`src/design/ckvt_pkg.sv`:
```
// ckvt_pkg: command and status codes, transaction structs and the search token
// shared by the key/value table cells, the core and its checker.
// no dependencies.
`timescale 1ns / 1ps

package ckvt_pkg;

  localparam int unsigned KeyWidth   = 32;
  localparam int unsigned ValueWidth = 32;
  localparam int unsigned CountWidth = 5;

  localparam logic [1:0] CMD_INSERT = 2'd0;
  localparam logic [1:0] CMD_FIND   = 2'd1;
  localparam logic [1:0] CMD_REMOVE = 2'd2;
  localparam logic [1:0] CMD_NOP    = 2'd3;

  localparam logic [1:0] STATUS_OK      = 2'd0;
  localparam logic [1:0] STATUS_MISSING = 2'd1;
  localparam logic [1:0] STATUS_FULL    = 2'd2;

  typedef struct packed {
    logic [1:0]            cmd;
    logic [KeyWidth-1:0]   key;
    logic [ValueWidth-1:0] value;
  } req_t;

  typedef struct packed {
    logic [1:0]            status;
    logic [ValueWidth-1:0] found_value;
    logic [CountWidth-1:0] entry_count;
  } rsp_t;

  // travels down the cell chain, one cell per cycle
  typedef struct packed {
    logic [1:0]            cmd;
    logic [KeyWidth-1:0]   key;
    logic [ValueWidth-1:0] value;
    logic                  hit;
    logic [ValueWidth-1:0] found;
  } tok_t;

endpackage

```
`src/design/ckvt_cell.sv`:
```
// ckvt_cell: one table slot holding a key/value pair plus one stage of the
// search token pipeline. depends on ckvt_pkg.
`timescale 1ns / 1ps

module ckvt_cell #(
  parameter int unsigned IDX   = 0,
  parameter int unsigned CNT_W = 5
) (
  input  logic                               clk_i,
  input  logic                               rst_ni,
  input  logic [CNT_W-1:0]                   count_i,
  input  logic                               vld_i,
  input  ckvt_pkg::tok_t                     tok_i,
  output logic                               vld_o,
  output ckvt_pkg::tok_t                     tok_o,
  input  logic [ckvt_pkg::KeyWidth-1:0]      nxt_key_i,
  input  logic [ckvt_pkg::ValueWidth-1:0]    nxt_val_i,
  output logic [ckvt_pkg::KeyWidth-1:0]      key_o,
  output logic [ckvt_pkg::ValueWidth-1:0]    val_o
);

  localparam logic [CNT_W-1:0] IdxC = CNT_W'(IDX);

  logic [ckvt_pkg::KeyWidth-1:0]   key_q, key_d;
  logic [ckvt_pkg::ValueWidth-1:0] val_q, val_d;
  logic                            vld_q;
  ckvt_pkg::tok_t                  tok_q, tok_d;
  logic                            match, shift, write;

  assign match = vld_i && !tok_i.hit && (IdxC < count_i) && (tok_i.key == key_q) &&
                 (tok_i.cmd == ckvt_pkg::CMD_FIND || tok_i.cmd == ckvt_pkg::CMD_REMOVE);
  // from the removed slot onward every cell pulls its upper neighbor down
  assign shift = vld_i && (tok_i.cmd == ckvt_pkg::CMD_REMOVE) && (tok_i.hit || match);
  assign write = vld_i && (tok_i.cmd == ckvt_pkg::CMD_INSERT) && (IdxC == count_i);

  always_comb begin
    key_d = key_q;
    val_d = val_q;
    if (write) begin
      key_d = tok_i.key;
      val_d = tok_i.value;
    end else if (shift) begin
      key_d = nxt_key_i;
      val_d = nxt_val_i;
    end
  end

  always_comb begin
    tok_d = tok_i;
    if (match) begin
      tok_d.hit = 1'b1;
      if (tok_i.cmd == ckvt_pkg::CMD_FIND) begin
        tok_d.found = val_q;
      end
    end
  end

  always_ff @(posedge clk_i) begin
    key_q <= key_d;
    val_q <= val_d;
    tok_q <= tok_d;
  end

  always_ff @(posedge clk_i or negedge rst_ni) begin
    if (!rst_ni) begin
      vld_q <= 1'b0;
    end else begin
      vld_q <= vld_i;
    end
  end

  assign vld_o = vld_q;
  assign tok_o = tok_q;
  assign key_o = key_q;
  assign val_o = val_q;

endmodule

```
`src/design/compacting_key_value_table_core.sv`:
```
// compacting_key_value_table_core: insertion-ordered key/value table built as a
// chain of ckvt_cell slots. depends on ckvt_pkg and ckvt_cell.
//
//   channel   strobe / hold     payload   direction
//   request   start / busy      req_i     in
//   response  done_o            rsp_o     out
//
// a transaction enters a token register, then walks the cell chain one slot per
// cycle; the last cell feeds the response register, which raises done_o, and
// start is taken again in the done_o cycle.
// busy is high from accept until the response shows; rsp_o is valid only with
// done_o, for exactly one cycle. reset clears the fill count and all valid flags;
// slot contents stay undefined until written.
`timescale 1ns / 1ps

module compacting_key_value_table_core #(
  parameter int unsigned DEPTH = 16
) (
  input  logic           clk_i,
  input  logic           rst_ni,
  input  logic           start,
  output logic           busy,
  input  ckvt_pkg::req_t req_i,
  output logic           done_o,
  output ckvt_pkg::rsp_t rsp_o
);

  localparam int unsigned CntW = $clog2(DEPTH + 1);
  localparam logic [CntW-1:0] DepthC = CntW'(DEPTH);

  logic [CntW-1:0]                 cnt_q, cnt_d;
  logic                            busy_q;
  logic                            done_q;
  ckvt_pkg::rsp_t                  rsp_q, rsp_d;
  logic                            accept;
  logic                            vld0_q;
  ckvt_pkg::tok_t                  tok0_q;

  logic                            vld  [DEPTH+1];
  ckvt_pkg::tok_t                  tok  [DEPTH+1];
  logic [ckvt_pkg::KeyWidth-1:0]   keys [DEPTH];
  logic [ckvt_pkg::ValueWidth-1:0] vals [DEPTH];
  logic [CntW+ckvt_pkg::CountWidth-1:0] cnt_ext;

  assign accept = start && !busy_q;

  // entry token register
  always_ff @(posedge clk_i or negedge rst_ni) begin
    if (!rst_ni) begin
      vld0_q <= 1'b0;
    end else begin
      vld0_q <= accept;
    end
  end

  always_ff @(posedge clk_i) begin
    if (accept) begin
      tok0_q.cmd   <= req_i.cmd;
      tok0_q.key   <= req_i.key;
      tok0_q.value <= req_i.value;
      tok0_q.hit   <= 1'b0;
      tok0_q.found <= '0;
    end
  end

  assign vld[0] = vld0_q;
  assign tok[0] = tok0_q;

  for (genvar i = 0; i < DEPTH; i++) begin : g_cell
    logic [ckvt_pkg::KeyWidth-1:0]   nk;
    logic [ckvt_pkg::ValueWidth-1:0] nv;
    if (i + 1 < DEPTH) begin : g_mid
      assign nk = keys[i+1];
      assign nv = vals[i+1];
    end else begin : g_last
      assign nk = keys[i];
      assign nv = vals[i];
    end
    ckvt_cell #(.IDX(i), .CNT_W(CntW)) u_cell (
      .clk_i     (clk_i),
      .rst_ni    (rst_ni),
      .count_i   (cnt_q),
      .vld_i     (vld[i]),
      .tok_i     (tok[i]),
      .vld_o     (vld[i+1]),
      .tok_o     (tok[i+1]),
      .nxt_key_i (nk),
      .nxt_val_i (nv),
      .key_o     (keys[i]),
      .val_o     (vals[i])
    );
  end

  always_comb begin
    cnt_d             = cnt_q;
    rsp_d.status      = ckvt_pkg::STATUS_OK;
    rsp_d.found_value = '0;
    case (tok[DEPTH].cmd)
      ckvt_pkg::CMD_INSERT: begin
        if (cnt_q >= DepthC) begin
          rsp_d.status = ckvt_pkg::STATUS_FULL;
        end else begin
          cnt_d = cnt_q + CntW'(1);
        end
      end
      ckvt_pkg::CMD_FIND: begin
        if (tok[DEPTH].hit) begin
          rsp_d.found_value = tok[DEPTH].found;
        end else begin
          rsp_d.status = ckvt_pkg::STATUS_MISSING;
        end
      end
      ckvt_pkg::CMD_REMOVE: begin
        if (tok[DEPTH].hit) begin
          cnt_d = cnt_q - CntW'(1);
        end else begin
          rsp_d.status = ckvt_pkg::STATUS_MISSING;
        end
      end
      default: begin
      end
    endcase
    cnt_ext           = {{ckvt_pkg::CountWidth{1'b0}}, cnt_d};
    rsp_d.entry_count = cnt_ext[ckvt_pkg::CountWidth-1:0];
  end

  always_ff @(posedge clk_i or negedge rst_ni) begin
    if (!rst_ni) begin
      cnt_q  <= '0;
      busy_q <= 1'b0;
      done_q <= 1'b0;
    end else begin
      done_q <= vld[DEPTH];
      if (vld[DEPTH]) begin
        cnt_q  <= cnt_d;
        busy_q <= 1'b0;
      end else if (accept) begin
        busy_q <= 1'b1;
      end
    end
  end

  always_ff @(posedge clk_i) begin
    if (vld[DEPTH]) begin
      rsp_q <= rsp_d;
    end
  end

  assign busy   = busy_q;
  assign done_o = done_q;
  assign rsp_o  = rsp_q;

endmodule

```
`config.mk`:
```
export PLATFORM = sky130hd
export DESIGN_NAME = compacting_key_value_table_core
export DESIGN_NICKNAME = d
export VERILOG_FILES = /design/src/design/ckvt_pkg.sv /design/src/design/ckvt_cell.sv /design/src/design/compacting_key_value_table_core.sv
export SDC_FILE = /design/constraint.sdc
export NUM_CORES = 2
export LEC_CHECK = 0
export BUFFER_PORTS_ARGS = -buffer_cell sky130_fd_sc_hd__buf_2
export CORE_MARGIN = 4
export CORE_UTILIZATION = 55
export DETAILED_ROUTE_END_ITERATION = 8
export PLACE_DENSITY = 0.69
export SKIP_LAST_GASP = 1
export SLEW_MARGIN = 20
export SYNTH_ARGS = -nofsm -noshare
export SYNTH_HDL_FRONTEND = slang
export SYNTH_HIERARCHICAL = 1
export SYNTH_SLANG_ARGS = --single-unit
```
`constraint.sdc`:
```
create_clock -name clk_i -period 19.2 [get_ports clk_i]
set_input_delay 3.84 -clock clk_i [delete_from_list [all_inputs] [get_ports clk_i]]
set_output_delay 3.84 -clock clk_i [all_outputs]
set_load 0.1 [all_outputs]
```
==> impl_metrics.prom <==
# TYPE chip_impl_metric gauge
chip_impl_metric{name="cts.sinks",unit=""} 2673
chip_impl_metric{name="fillerInstances",unit=""} 12000
chip_impl_metric{name="pin_count_of_the_biggest_net_entering_global_routing",unit=""} 68
chip_impl_metric{name="worst-endpoint-required",unit="ps"} 15360
chip_impl_info{name="clk_root_buffer_cell",value="sky130_fd_sc_hd__clkbuf_16"} 1
chip_impl_metric{name="drt_first_pass_iters",unit=""} 6
chip_impl_metric{name="area_delta_synth_final",unit="%"} 12.6
chip_impl_metric{name="die_width",unit="um"} 420
chip_impl_metric{name="totalNegativeSetupSlack",unit="ps"} 0
chip_impl_metric{name="gr-total-overflow",unit=""} 0
chip_impl_metric{name="number_of_cells_upsized_or_downsized_after_cts",unit=""} 0
chip_impl_metric{name="antenna-diode-count",unit=""} 0
chip_impl_info{name="clock_tree_from_tritoncts",value="yes"} 1
chip_impl_metric{name="fin_total_pwr",unit="W"} 0.0115
chip_impl_metric{name="postCtsSetupBuffers",unit=""} 0
chip_impl_metric{name="floorplan.die.height",unit="um"} 420
chip_impl_metric{name="grt_pass1_vias",unit=""} 42800
chip_impl_metric{name="floorplan.io_pins",unit=""} 110
chip_impl_metric{name="layout-drive-gt1-share",unit="%"} 36.5
chip_impl_metric{name="avg_wl_per_cell",unit="um"} 20.6
chip_impl_info{name="worstPathCellList",value="buf_2"} 1
chip_impl_metric{name="grt_pass1_wl",unit="mm"} 263
chip_impl_metric{name="footprint_of_the_multi_input_gates",unit="um2"} 27300
chip_impl_info{name="crit_type",value="reg2out"} 1
chip_impl_metric{name="cap_violations",unit=""} 0
chip_impl_metric{name="cts.path.max_buffers",unit=""} 4
chip_impl_metric{name="route.antenna.remaining_nets",unit=""} 0
chip_impl_metric{name="avgViaCountPerCell",unit=""} 5.19
chip_impl_metric{name="timing.critical_path.fanout_max",unit=""} 3
chip_impl_info{name="most_frequent_cells_in_the_layout",value="sky130_fd_sc_hd__dfxtp_1, sky130_fd_sc_hd__edfxtp_1, sky130_fd_sc_hd__mux2_2"} 1
chip_impl_metric{name="routed_wl",unit="mm"} 167
chip_impl_metric{name="final_period_minus_worst_setup_slack",unit="ps"} 5560
chip_impl_metric{name="drt-initial-drc-count",unit=""} 3201
chip_impl_metric{name="design.die.area",unit="um2"} 176000
chip_impl_metric{name="final_hold_viol_count",unit=""} 0
chip_impl_info{name="cp_top_family",value="buffers and inverters"} 1
chip_impl_metric{name="period_share",unit="%"} 29.0
chip_impl_metric{name="port-buffer-count",unit=""} 109
chip_impl_metric{name="hpwlAfterDp",unit="mm"} 109
chip_impl_metric{name="final_core_utilization",unit="%"} 62.6
chip_impl_info{name="layout.cells.most_common",value="sky130_fd_sc_hd__dfxtp_1"} 1
chip_impl_info{name="hold_path.class",value="reg2reg"} 1
chip_impl_metric{name="cp_slowest_stage_delay",unit="ps"} 450
chip_impl_metric{name="slew_violations",unit=""} 0
chip_impl_info{name="status",value="finished clean"} 1
chip_impl_metric{name="cts_hold_repair.buffers",unit=""} 0
chip_impl_metric{name="route.detailed.drc",unit=""} 0
chip_impl_info{name="critPathCaptureType",value="output port"} 1
chip_impl_metric{name="final-seq-area",unit="um2"} 64900
chip_impl_metric{name="numCtsBuffers",unit=""} 280
chip_impl_metric{name="htree_num_levels",unit=""} 5
chip_impl_metric{name="setup_viol",unit=""} 0
chip_impl_metric{name="pwr_density_cell",unit="nW/um2"} 109
chip_impl_metric{name="insertion_delay",unit="ps"} 900
chip_impl_metric{name="start_util",unit="%"} 55.6
chip_impl_metric{name="final.setup_skew",unit="ps"} 40.9
chip_impl_metric{name="vdd_drop_max",unit="uV"} 94.7
chip_impl_metric{name="p_leak",unit="nW"} 39.9
chip_impl_metric{name="synth-warning-count",unit=""} 6
chip_impl_metric{name="routed-via-count",unit=""} 42200
chip_impl_metric{name="global_route.usage.total",unit="%"} 18.9
chip_impl_metric{name="syn_area",unit="um2"} 93300
chip_impl_metric{name="fmax",unit="MHz"} 180
chip_impl_metric{name="design.final.nets",unit=""} 5836
chip_impl_metric{name="worst_slew_margin_rel",unit="%"} 30.0
chip_impl_metric{name="cts.clk_slew.worst_paths",unit="ps"} 60
chip_impl_metric{name="synthesis.area_per_instance",unit="um2"} 17.3
chip_impl_metric{name="core.rowCount",unit=""} 150
chip_impl_metric{name="routabilityCongestion",unit=""} 0.875
chip_impl_metric{name="worstPathArrival",unit="ps"} 1720
chip_impl_metric{name="core_area",unit="um2"} 168000
chip_impl_info{name="cp_slowest_cell",value="sky130_fd_sc_hd__buf_2"} 1
chip_impl_info{name="critical_path.startpoint_type",value="register"} 1
chip_impl_metric{name="tightest_slew",unit="ps"} 1050
chip_impl_info{name="grt_setup_unrepaired",value="false"} 1
chip_impl_metric{name="critical_path.n_buffers_inverters",unit=""} 1
chip_impl_metric{name="syn-instance-count",unit=""} 5408
chip_impl_metric{name="number_of_antenna_violations_at_the_first_check_in_global_routing",unit=""} 0
[state kept, by name, summed over array words and instances (netlist names), 5 cells and up]
register,flops
g_cell.u_cell/key_o,512
g_cell.u_cell/val_o,512
rsp_o,39
g_cell.u_cell/vld_o,16
tok,66
cnt_q,5
g_cell.u_cell/tok_o,1520
[cell type report]
cell class                 count  share of cell area, %
multi-input combinational   2535                   26.0
timing repair buffer         161                  0.890
clock inverter                77                  0.799
inverter                      62                  0.221
tap                         2204                   2.62
sequential                  2673                   61.8
clock buffer                 409                   7.74
[path summary, 6_finish.rpt]
kind	cells past startpoint	to	from	slack, ps
max in group asynchronous	1	g_cell[15].u_cell/vld_o$_DFF_PN0_	rst_ni	15610
max	1	busy	busy$_DFFE_PN0P_	13640
min reg2reg	0	g_cell[12].u_cell/tok_o[48]$_DFF_P_	g_cell[11].u_cell/tok_o[48]$_DFF_P_	330
min in group asynchronous	1	cnt_q[4]$_DFFE_PN0P_	rst_ni	3040
min	0	g_cell[12].u_cell/tok_o[48]$_DFF_P_	g_cell[11].u_cell/tok_o[48]$_DFF_P_	330
max reg2reg	7	g_cell[0].u_cell/val_o[16]$_DFFE_PP_	cnt_q[2]$_DFFE_PN0P_	14780
[report_power, final]
part	internal (W)	switching (W)
Sequential	0.00599	0.0000539
Clock	0.00316	0.00210
Combinational	0.0000981	0.0000570
Total	0.00924	0.00221
[per-stage QoR]
| stage | cells | setup WS, ps | area, um2 | hold slack [ps] |
|---|---|---|---|---|
| after floorplan | 5442 | 11940 | 93500 | 326 |
| after global placement | 7635 | 13650 | 96100 | 331 |
| after detailed placement | 7635 | 13610 | 96100 | 331 |
| after CTS | 8121 | 13570 | 105000 | 330 |
| after global routing | 8121 | 13540 | 105000 | 340 |
| final | 8121 | 13640 | 105000 | 330 |
[per-layer routing]
layer  GRT usage [%]  vias to the layer above  routed length, um
met5               0                        -                  0
met4            7.30                        0               5960
met3            2.85                      345               5910
met2            26.5                      856              68700
met1            29.3                    20700              86900
li1                -                    20300                  -
Note: power is estimated with default switching activity, not from simulation.
